[config.mk]
export PLATFORM = sky130hd
export DESIGN_NAME = cags_ctrl
export DESIGN_NICKNAME = d
export VERILOG_FILES = /design/src/rtl/core/cags_pkg.sv /design/src/rtl/core/cags_ctrl.sv
export SDC_FILE = /design/constraint.sdc
export NUM_CORES = 1
export LEC_CHECK = 0
export ABC_CLOCK_PERIOD_IN_PS = 4600
export BUFFER_PORTS_ARGS = -buffer_cell sky130_fd_sc_hd__buf_4
export CORE_ASPECT_RATIO = 1.5
export CORE_MARGIN = 2
export CORE_UTILIZATION = 28
export CTS_CLUSTER_SIZE = 14
export DETAILED_ROUTE_END_ITERATION = 10
export HOLD_SLACK_MARGIN = 0.08
export PLACE_DENSITY = 0.47
export SLEW_MARGIN = 25
export SYNTH_ARGS = -nofsm -noshare
export SYNTH_HDL_FRONTEND = slang
export SYNTH_SLANG_ARGS = --single-unit
[constraint.sdc]
create_clock -name clock -period 4.6 [get_ports clock]
set_input_delay 0.92 -clock clock [delete_from_list [all_inputs] [get_ports clock]]
set_output_delay 0.92 -clock clock [all_outputs]
set_load 0.05 [all_outputs]
[src/rtl/core/cags_pkg.sv]
`timescale 1ns / 1ps
`default_nettype none
// ----------------------------------------------------------------------------
// cags_pkg: shared definitions of the cave grid smoother
// Widths, register indexes, reset values, controller states and the
// command/status bundles between controller and datapath.
// ----------------------------------------------------------------------------
package cags_pkg;

   localparam int CELL_W       = 64;
   localparam int DEF_MAX_ROWS = 64;
   localparam int DEF_MAX_COLS = 64;
   localparam int CSR_IDX_W    = 8;
   localparam int CSR_DATA_W   = 8;
   localparam int DIM_W        = 7;
   localparam int PASS_W       = 4;
   localparam int THR_W        = 4;
   localparam int CNT_W        = 4;
   localparam int COL_IDX_W    = 6;

   localparam logic [CSR_IDX_W-1:0] CSR_GRID_ROWS      = 8'd0;
   localparam logic [CSR_IDX_W-1:0] CSR_GRID_COLS      = 8'd1;
   localparam logic [CSR_IDX_W-1:0] CSR_PASS_COUNT     = 8'd2;
   localparam logic [CSR_IDX_W-1:0] CSR_WALL_THRESHOLD = 8'd3;

   localparam logic [DIM_W-1:0]  RST_GRID_ROWS      = 7'd64;
   localparam logic [DIM_W-1:0]  RST_GRID_COLS      = 7'd64;
   localparam logic [PASS_W-1:0] RST_PASS_COUNT     = 4'd8;
   localparam logic [THR_W-1:0]  RST_WALL_THRESHOLD = 4'd5;

   localparam logic [DIM_W-1:0] MIN_DIM = 7'd3;

   localparam logic BANK_FRONT = 1'b0;
   localparam logic BANK_BACK  = 1'b1;

   typedef enum logic [2:0] {
      ST_LOAD,
      ST_FILL,
      ST_SYNC,
      ST_PASS,
      ST_GAP,
      ST_EMIT
   } state_type;

   typedef struct packed {
      logic rd_en;
      logic rd_bank;
      logic rd_pass;
      logic rd_last;
      logic ld_en;
      logic ld_border;
      logic fill_en;
   } dp_cmd_type;

   typedef struct packed {
      logic a_ready;
      logic pipe_empty;
   } dp_status_type;

endpackage
`default_nettype wire

[src/rtl/core/cags_ctrl.sv]
`timescale 1ns / 1ps
`default_nettype none
// ----------------------------------------------------------------------------
// cags_ctrl: sequencer of the cave grid smoother
// Steps through load, fill, smoothing passes and emission, and drives the
// datapath with row addresses and commands.
// ----------------------------------------------------------------------------
module cags_ctrl
   import cags_pkg::*;
#(
   parameter int MAX_ROWS = DEF_MAX_ROWS,
   localparam int RW = $clog2(MAX_ROWS)
) (
   input  wire logic                clock,
   input  wire logic                reset,
   input  wire logic                req_valid,
   input  wire logic                req_last_row,
   output logic                     req_stall,
   input  wire logic [RW-1:0]       rows_m1,
   input  wire logic [PASS_W-1:0]   pass_count,
   input  wire dp_status_type       status,
   output dp_cmd_type               cmd,
   output logic [RW-1:0]            rd_row,
   output logic [RW-1:0]            wr_row
);

   state_type         state_ff, state_in;
   logic [RW-1:0]     load_idx_ff, load_idx_in;
   logic [RW-1:0]     row_ff, row_in;
   logic [PASS_W-1:0] pass_ff, pass_in;

   logic [RW-1:0] load_idx;
   logic          load_at_last;
   logic          load_end;
   logic          row_at_last;

   assign load_idx     = (load_idx_ff > rows_m1) ? rows_m1 : load_idx_ff;
   assign load_at_last = (load_idx == rows_m1);
   assign load_end     = req_last_row || load_at_last;
   assign row_at_last  = (row_ff == rows_m1);

   always_ff @(posedge clock) begin
      if (reset) begin
         state_ff    <= ST_LOAD;
         load_idx_ff <= '0;
         row_ff      <= '0;
         pass_ff     <= '0;
      end else begin
         state_ff    <= state_in;
         load_idx_ff <= load_idx_in;
         row_ff      <= row_in;
         pass_ff     <= pass_in;
      end
   end

   always_comb begin
      state_in    = state_ff;
      load_idx_in = load_idx_ff;
      row_in      = row_ff;
      pass_in     = pass_ff;
      case (state_ff)
         ST_LOAD: begin
            if (req_valid) begin
               if (load_end) begin
                  load_idx_in = '0;
                  if (load_at_last) begin
                     state_in = ST_SYNC;
                  end else begin
                     row_in   = load_idx + RW'(1);
                     state_in = ST_FILL;
                  end
               end else begin
                  load_idx_in = load_idx + RW'(1);
               end
            end
         end
         ST_FILL: begin
            if (row_at_last) begin
               state_in = ST_SYNC;
            end else begin
               row_in = row_ff + RW'(1);
            end
         end
         ST_SYNC: begin
            if (status.pipe_empty) begin
               row_in  = '0;
               pass_in = '0;
               state_in = (pass_count == '0) ? ST_EMIT : ST_PASS;
            end
         end
         ST_PASS: begin
            if (row_at_last) begin
               row_in   = '0;
               state_in = ST_GAP;
            end else begin
               row_in = row_ff + RW'(1);
            end
         end
         ST_GAP: begin
            pass_in  = pass_ff + PASS_W'(1);
            state_in = (pass_ff == pass_count - PASS_W'(1)) ? ST_EMIT : ST_PASS;
         end
         ST_EMIT: begin
            if (status.a_ready) begin
               if (row_at_last) begin
                  row_in   = '0;
                  state_in = ST_LOAD;
               end else begin
                  row_in = row_ff + RW'(1);
               end
            end
         end
         default: begin
            state_in = ST_LOAD;
         end
      endcase
   end

   always_comb begin
      cmd       = '0;
      rd_row    = row_ff;
      wr_row    = row_ff;
      req_stall = 1'b1;
      case (state_ff)
         ST_LOAD: begin
            req_stall     = 1'b0;
            cmd.ld_en     = req_valid;
            cmd.ld_border = (load_idx == '0) || load_at_last;
            wr_row        = load_idx;
         end
         ST_FILL: begin
            cmd.fill_en = 1'b1;
         end
         ST_PASS: begin
            cmd.rd_en   = 1'b1;
            cmd.rd_bank = pass_ff[0];
            cmd.rd_pass = 1'b1;
            cmd.rd_last = row_at_last;
         end
         ST_EMIT: begin
            cmd.rd_en   = status.a_ready;
            cmd.rd_bank = pass_count[0];
            cmd.rd_last = row_at_last;
         end
         default: begin
            cmd = '0;
         end
      endcase
   end

endmodule
`default_nettype wire

### After elaboration in Yosys (flattened, before gate mapping)

Index checks and enable logic that the tools add are counted.
Widths: inputs -> output; s select.

| cells by class | value |
|---|---|
| $add $sub $neg | 4 |
| $lt $le $gt $ge | 1 |
| equality and inequality tests | 17 |
| mux-type cells | 30 |
| reductions and logical operators | 12 |

Operators by type and width:

| operator | number |
|---|---|
| $mux 6 | 10 |
| $pmux 6 s5 | 1 |
| $mux 3 | 9 |
| $ne 2x2->1 const B | 9 |
| $pmux 3 s6 | 1 |
| $reduce_and 7->1 | 2 |
| $add 6x1->6 const B | 2 |
| $eq 6x6->1 | 2 |
| $pmux 4 s2 | 1 |
| $eq 3x2->1 const B | 2 |
| $eq 3x3->1 const B | 2 |
| $gt 6x6->1 | 1 |
| $logic_not 6->1 | 1 |
| $reduce_bool 5->1 | 1 |
| $add 4x1->4 const B | 1 |
| $eq 4x4->1 | 1 |
| $logic_not 4->1 | 1 |
| $mux 1 | 4 |
| $mux 2 | 2 |
| $mux 4 | 1 |
| $pmux 2 s2 | 1 |
| $reduce_and 2->1 | 2 |
| $sub 4x1->4 const B | 1 |
| $eq 3x1->1 const B | 1 |
| 4 further kinds | 5 |

| storage, ports and cells | value |
|---|---|
| flip-flop bits (word level) | 19 |
| input bits | 16 |
| word-level logic and storage cells | 68 |

### Logic depth before layout (Yosys ltp)

Gate-level depths: netlist of the first run.

| logic depth | value |
|---|---|
| depth after elaboration | 7 |
| mapped depth | 15 |
| gate-level depth less buffers | 13 |

### Worst setup path after synthesis of the first run

No wires, ideal clock.

| path | value |
|---|---|
| path type | in2out |
| start | in rows_m1[3] |
| end | out wr_row[0] |
| arrival | 3.371 ns |
| required time | 3.680 ns |
| path slack | 0.309 ns |
| stages on the path | 10 |
| buffers on the path | 2 |
| cell sequence | buf_6 -> inv_1 -> ha_1 -> and4_4 -> and3_4 -> a31oi_4 -> buf_8 -> mux2_2 -> inv_1 -> o21ai_0 |

| on the way | value |
|---|---|
| cells in the longest elaborated chain, start to end | 3 |

Ends and longest elaborated chain:

| element | RTL line | RTL |
|---|---|---|
| start: declaration | cags_ctrl.sv:19 | `input wire logic [RW-1:0] rows_m1,` |
| $gt 6x6->1 | cags_ctrl.sv:37 | `assign load_idx = (load_idx_ff > rows_m1) ? rows_m1 : load_idx_ff;` |
| $mux 6 | cags_ctrl.sv:37 |  |
| $mux 6 | cags_ctrl.sv:124 | `case (state_ff)` |
| end: declaration | cags_ctrl.sv:24 | `output logic [RW-1:0] wr_row` |

No other way between the ends.

==> metrics.md, run 1 <==
| Metric | Value |
|---|---|
| CTS Root Cell | clkbuf_8 |
| Outcome | finished, final reports clean |
| Hold path cells | 1 |
| Multi-input gate area | 1410 µm² |
| Setup TNS | 0 ps |
| Synth async-reset ratio | 0 |
| Max-cap violations | 0 |
| Worst EP required | 3680 ps |
| Cell count after synthesis | 248 |
| DRT Pass-1 Iters | 4 |
| Area contributors post-synth | dfxtp_1, ha_1, xor2_1 |
| Lkg Pwr | 0.919 nW |
| CP max stage cell | mux2_2 |
| Top FF cell, synth | dfxtp_1 |
| Slew @ Worst Pin | 752 ps |
| CTS max path bufs | 2 |
| Post-synthesis sequential area ratio | 0.196 |
| Synthesis Warnings | 0 |
| Pre-CTS WS | 399 ps |
| Via density | 5.35 |
| Net Count, Synth | 276 |
| Worst R2R End | load_idx_ff[4] |
| Remaining antenna violation count | 0 |
| Post-detail-place hpwl | 4.27 mm |
| Synth unique cells | 56 |
| Hold endpoint | pass_ff[3] |
| DRC | 0 |
| # nets final | 302 |
| FP Rows | 37 |
| Worst slew margin | 0.498 |
| Largest net degree at the start of global routing | 26 |
| Via count | 1,877 |
| Vias in the first global route | 1,842 |
| Die X | 72.0 µm |
| Reg clk slew, reported paths | 80 ps |
| Total grt overflow | 0 |
| Synth cell count leaders | nor2_1, nand2_1, dfxtp_1 |
| Cell Pwr Density | 474 nW/µm² |
| Synth top area share | 0.196 |
| Tot Pwr | 1.07 mW |
| Count leader, synth | nor2_1 |
| FF-to-FF Start | load_idx_ff[3] |
| H-tree levels | 1 |
| Critical path fanouts, max | 12 |
| Peak Freq | 238 MHz |
| Post-route minimum period | 4210 ps |
| Clk_skew | 4.89 ps |
| Post-Syn Area | 1940 µm² |
| Period utilisation layout | 0.915 |
| Crit path cell chain | buf_4, inv_1, ha_1, and4_4, and3_4, a31oi_4, mux2_2, inv_1, ha_1, a31oi_1, nor2_1, buf_4 |
| Final-report max-slew violation count | 0 |
| Die area | 7640 µm² |
| Post-CTS Setup Bufs | 0 |
| Sink Count | 19 |
| Worst hold path class | register to register |
| Final setup viols | 0 |
| Critical path startpoint category | input pin |
| Drt wl/cell | 15.7 µm |
| R2R depth | 11 |
| Area grow syn2layout | 16.0% |
| # diodes | 0 |
| WS Path Type | input pin to primary output |
| Initial DRC Count | 89 |
| Initial antenna violation count | 0 |
| Number of flops mapped to enable cells by yosys | 0 |
| I/O Pins | 36 |
| Global-route wire length before repair | 8.89 mm |
| Layout fillers | 727 |
| Crit path largest cell delay | 430 ps |
| Hold Crit Start | pass_ff[3] |
| Number of synthesized register bits | 19 |
| Initial core utilization | 0.286 |
| Syn avg cell area | 7.84 µm² |
| IO buf count | 35 |
| Detailed Route WL | 5.52 mm |
| Die Y | 106 µm |
| Final worst slack | 391 ps |
| RSZ-0062 raised after global routing | no |
| CTS tree | done |
| Cts hold-fix bufs | 0 |
| Storage cell area | 380 µm² |
| Fin. Hold Viols | 0 |
| # resized after CTS | 0 |
| Gpl congestion | 0.852 |
| Worst path arrival time | 3290 ps |
| Dominant cell type by area after synthesis | dfxtp_1 |
| CP Capture Type | primary output |
| Clk_lat worst skew | 270 ps |
| CTS Buf Count | 3 |
| Global Route Usage Sum | 0.148 |
| Layout cells sized above 1 | 0.205 |
| Max IR drop VDD | 0.260 mV |
| Core area | 6810 µm² |
| Reg2reg setup slack | 1360 ps |
## worst max-delay path by stage
stage,startpoint,to,slack [ps]
2_1_floorplan,rows_m1[3],wr_row[0],310
3_3_place_gp,rows_m1[3],cmd[1],460
3_5_place_dp,rows_m1[3],cmd[1],400
4_1_cts,rows_m1[3],cmd[1],390
5_1_grt,rows_m1[3],cmd[1],260
6_report,rows_m1[3],cmd[1],390
## cells in the final DEF, fill, tap and decap left out, types with 2 or more instances in the layout
cell type | netlist | layout
a21oi_1 | 17 | 17
a22oi_1 | 7 | 7
a31oi_1 | 4 | 4
and2_1 | 2 | 2
and3_1 | 4 | 4
buf_4 | 0 | 35
clkbuf_8 | 0 | 3
dfxtp_1 | 19 | 19
ha_1 | 12 | 12
inv_1 | 15 | 15
mux2i_1 | 8 | 8
nand2_1 | 20 | 20
nand2b_1 | 3 | 3
nand3_1 | 10 | 10
nand4_1 | 2 | 2
nor2_1 | 23 | 23
nor2b_1 | 2 | 2
nor3_1 | 9 | 9
nor3_2 | 2 | 2
o21ai_0 | 9 | 9
o2bb2ai_1 | 2 | 2
o311ai_1 | 2 | 2
o31ai_1 | 5 | 5
o31ai_4 | 2 | 2
or3_1 | 4 | 4
xnor2_1 | 10 | 10
xor2_1 | 15 | 15
## critical path: cells and delay by family
kind	cells	cell delay (ps)
buffers and inverters	4	510
AND/OR/NAND/NOR	3	490
AO/OA/AOI/OAI	2	490
adder cells (fa/ha/maj)	2	450
multiplexers	1	430
## power by group
group / internal [mW] / leakage, nW / switching (mW)
Clock: 0.0606 / 0.0255 / 0.0654
Sequential: 0.189 / 0.154 / 0.0771
Combinational: 0.213 / 0.740 / 0.463
## registers in the layout, summed over array words and instances, names as in the netlist
name	cells
load_idx_ff	6
pass_ff	4
rd_row	6
state_ff	3
## per-layer routing
metal,track usage,vias to the layer above,share of wire
li1,-,938,-
met2,0.259,63,0.50
met5,0,-,0
met4,0.0714,0,0.026
met1,0.173,865,0.43
met3,0.0180,11,0.044
## final cells by class
cell class,count,area share
multi-input combinational,200,0.626
sequential,19,0.169
timing repair buffer,35,0.117
tap,78,0.0433
inverter,15,0.0250
clock buffer,3,0.0183
clock inverter,1,0.00222
## cell families after synthesis
group,count (synthesis),synth area share
simple gates,89,0.233
compound gates,64,0.250
buf+inv,29,0.0779
xor+xnor,25,0.113
flops,19,0.196
fa+ha+maj,12,0.0773
mux,10,0.0528
## per-stage QoR
| stage | util | hold WS [ps] | instances | cell area, µm² |
|---|---|---|---|---|
| finish | 0.331 | 507 | 351 | 2250 |
| global route | 0.331 | 542 | 351 | 2250 |
| CTS | 0.331 | 519 | 351 | 2250 |
| detailed placement | 0.325 | 507 | 347 | 2210 |
| global placement | 0.325 | 498 | 347 | 2210 |
| floorplan | - | 468 | 248 | 1940 |
Power figures use the tool's default switching activity.
==> inputs of run 2 (changes only) <==
--- a/config.mk
+++ b/config.mk
@@ -14,6 +14,7 @@
 export DETAILED_ROUTE_END_ITERATION = 10
 export HOLD_SLACK_MARGIN = 0.08
 export PLACE_DENSITY = 0.47
+export RECOVER_POWER = 100
 export SLEW_MARGIN = 25
 export SYNTH_ARGS = -nofsm -noshare
 export SYNTH_HDL_FRONTEND = slang
==> metrics.md, run 2 (synthesis gave the netlist of run 1 again) <==
| Metric | Value |
|---|---|
| CP Capture Type | primary output (unchanged) |
| Clock power frac | 0.125 (was 0.118) |
| Crit path largest cell delay | 420 ps (was 430 ps) |
| Die Y | 106 µm (unchanged) |
| Non-Filler Instances | 351 (unchanged) |
| Total grt overflow | 0 (unchanged) |
| Max IR drop VDD | 0.249 mV (was 0.260 mV) |
| Final setup viols | 0 (unchanged) |
| CTS tree | done (unchanged) |
| # resized after CTS | 0 (unchanged) |
| CP max stage cell | a31oi_4 (was mux2_2) |
| # diodes | 0 (unchanged) |
| Drt wl/cell | 15.7 µm (about the same) |
| Reg clk slew, reported paths | 80 ps (about the same) |
| Die X | 72.0 µm (unchanged) |
| Most common cell after layout, fill and taps aside | nor2_1 (was buf_4) |
| Setup TNS | 0 ps (unchanged) |
| Core area | 6810 µm² (unchanged) |
| Global-route wire length before repair | 8.89 mm (unchanged) |
| Fin area | 2140 µm² (was 2250 µm²) |
| Clk_skew | 3.19 ps (was 4.89 ps) |
| Vias in the first global route | 1,842 (unchanged) |
| Slew @ Worst Pin | 845 ps (was 752 ps) |
| Gpl congestion | 0.852 (unchanged) |
| IO buf count | 35 (unchanged) |
| Final-report max-slew violation count | 0 (unchanged) |
| Sequential Power Share | 0.264 (was 0.249) |
| CTS Buf Count | 3 (unchanged) |
| Post-route minimum period | 4280 ps (was 4210 ps) |
| Remaining antenna violation count | 0 (unchanged) |
| Net Sw Frac | 0.582 (was 0.567) |
| Via density | 5.34 (was 5.35) |
| # nets final | 302 (unchanged) |
| I/O Pins | 36 (unchanged) |
| Cts hold-fix bufs | 0 (unchanged) |
| Fin. Hold Viols | 0 (unchanged) |
| Max-cap violations | 0 (unchanged) |
| Worst slew margin | 0.432 (was 0.498) |
| Total placed cells including tap cells | 347 (unchanged) |
| Clk_lat worst skew | 270 ps (about the same) |
| Via count | 1,874 (was 1,877) |
| Tot Pwr | 1.01 mW (was 1.07 mW) |
| Worst EP required | 3680 ps (about the same) |
| Post-detail-place hpwl | 4.27 mm (unchanged) |
| Worst path arrival time | 3360 ps (was 3290 ps) |
| Cell internal pwr | 0.421 mW (was 0.463 mW) |
| Cell Pwr Density | 470 nW/µm² (was 474 nW/µm²) |
| RSZ-0062 raised after global routing | no (unchanged) |
| DRT Pass-1 Iters | 4 (unchanged) |
| Lkg Pwr | 0.842 nW (was 0.919 nW) |
| Initial DRC Count | 101 (was 89) |
| Post-CTS Setup Bufs | 0 (unchanged) |
| DRC | 0 (unchanged) |
| Area grow syn2layout | 10.4% (was 16.0%) |
| Die area | 7640 µm² (unchanged) |
| Placed cell areas | 2210 µm² (unchanged) |
| Layout cells sized above 1 | 0.117 (was 0.205) |
| Detailed Route WL | 5.52 mm (about the same) |
| H-tree levels | 1 (unchanged) |
| Critical path fanouts, max | 12 (unchanged) |
| CTS max path bufs | 2 (unchanged) |
| Global Route Usage Sum | 0.148 (unchanged) |
| Period utilisation layout | 0.931 (was 0.915) |
| Initial antenna violation count | 0 (unchanged) |
| Crit path cell chain | buf_4, inv_1, ha_1, and4_1, and3_1, a31oi_4, mux2_1, inv_1, ha_1, a31oi_1, nor2_1, buf_4 (was buf_4, inv_1, ha_1, and4_4, and3_4, a31oi_4, mux2_2, inv_1, ha_1, a31oi_1, nor2_1, buf_4) |
| Most frequent cells in the layout | nor2_1, nand2_1, buf_4, dfxtp_1, a21oi_1 (was buf_4, nor2_1, nand2_1) |
| FP Rows | 37 (unchanged) |
| Reg2reg setup slack | 1280 ps (was 1360 ps) |
| Critical path startpoint category | input pin (unchanged) |
| Largest net degree at the start of global routing | 26 (unchanged) |
| Initial core utilization | 0.286 (unchanged) |
| Peak Freq | 234 MHz (was 238 MHz) |
| Outcome | finished, final reports clean (unchanged) |
| WS Path Type | input pin to primary output (unchanged) |
| Sink Count | 19 (unchanged) |
| P_sw | 0.588 mW (was 0.606 mW) |
| CTS Root Cell | clkbuf_8 (unchanged) |
| Logic pwr share | 0.611 (was 0.633) |
| Worst hold path class | register to register (unchanged) |
==> run 2: changes by cell type in the layout (fill, tap and decap cells not counted), sizes merged <==
| cell | before | now |
|---|---|---|
| buf | 35 | 19 |
| clkbuf | 3 | 19 |
==> run 2: final cells by class <==
| type | instances | area (µm²) |
|---|---|---|
| fill | 752 | 4660 |
| multi-input combinational | 200 | 1360 |
| sequential | 19 | 380 |
| timing repair buffer | 35 | 203 |
| tap | 78 | 97.6 |
| inverter | 15 | 56.3 |
| clock buffer | 3 | 41.3 |
| clock inverter | 1 | 5.00 |
==> run 2: layer usage <==
| metal | GRT usage | routed length, µm | share of wire | vias up |
|---|---|---|---|---|
| li1 | - | - | - | 937 |
| met1 | 0.173 | 2410 | 0.44 | 870 |
| met2 | 0.259 | 2750 | 0.50 | 53 |
| met3 | 0.0180 | 206 | 0.037 | 14 |
| met4 | 0.0714 | 163 | 0.030 | 0 |
| met5 | 0 | 0 | 0 | - |
==> run 2: per-stage QoR <==
| step | worst slack, ps | hold WS (ps) | utilization |
|---|---|---|---|
| 6_report | 318 | 507 | 0.315 |
| 5_1_grt | 185 | 542 | 0.315 |
| 4_1_cts | 389 | 519 | 0.331 |
| 3_5_place_dp | 399 | 507 | 0.325 |
| 3_3_place_gp | 462 | 498 | 0.325 |
| 2_1_floorplan | 309 | 468 | - |
==> run 2: power groups by stage <==
stage	sequential (mW)	combinational, mW	clock (mW)
detailed placement	0.270	0.675	0
finish	0.266	0.617	0.126
global route	0.272	0.667	0.135
CTS	0.266	0.677	0.130
floorplan	0.260	0.505	0
global placement	0.272	0.675	0
==> run 2: worst max-delay path: cells and delay by family <==
family	cells	cell delay, ps
AND/OR/NAND/NOR	3	560
buffers and inverters	4	510
multiplexers	1	420
AO/OA/AOI/OAI	2	500
adder cells (fa/ha/maj)	2	440
==> run 2: path summary, 6_finish.rpt <==
kind | startpoint | depth (start not counted) | endpoint
worst max-delay path | rows_m1[3] | 12 | cmd[1]
worst min register to register | pass_ff[3] | 1 | pass_ff[3]
worst max register to register | load_idx_ff[3] | 11 | load_idx_ff[4]
worst min-delay path | pass_ff[3] | 1 | pass_ff[3]
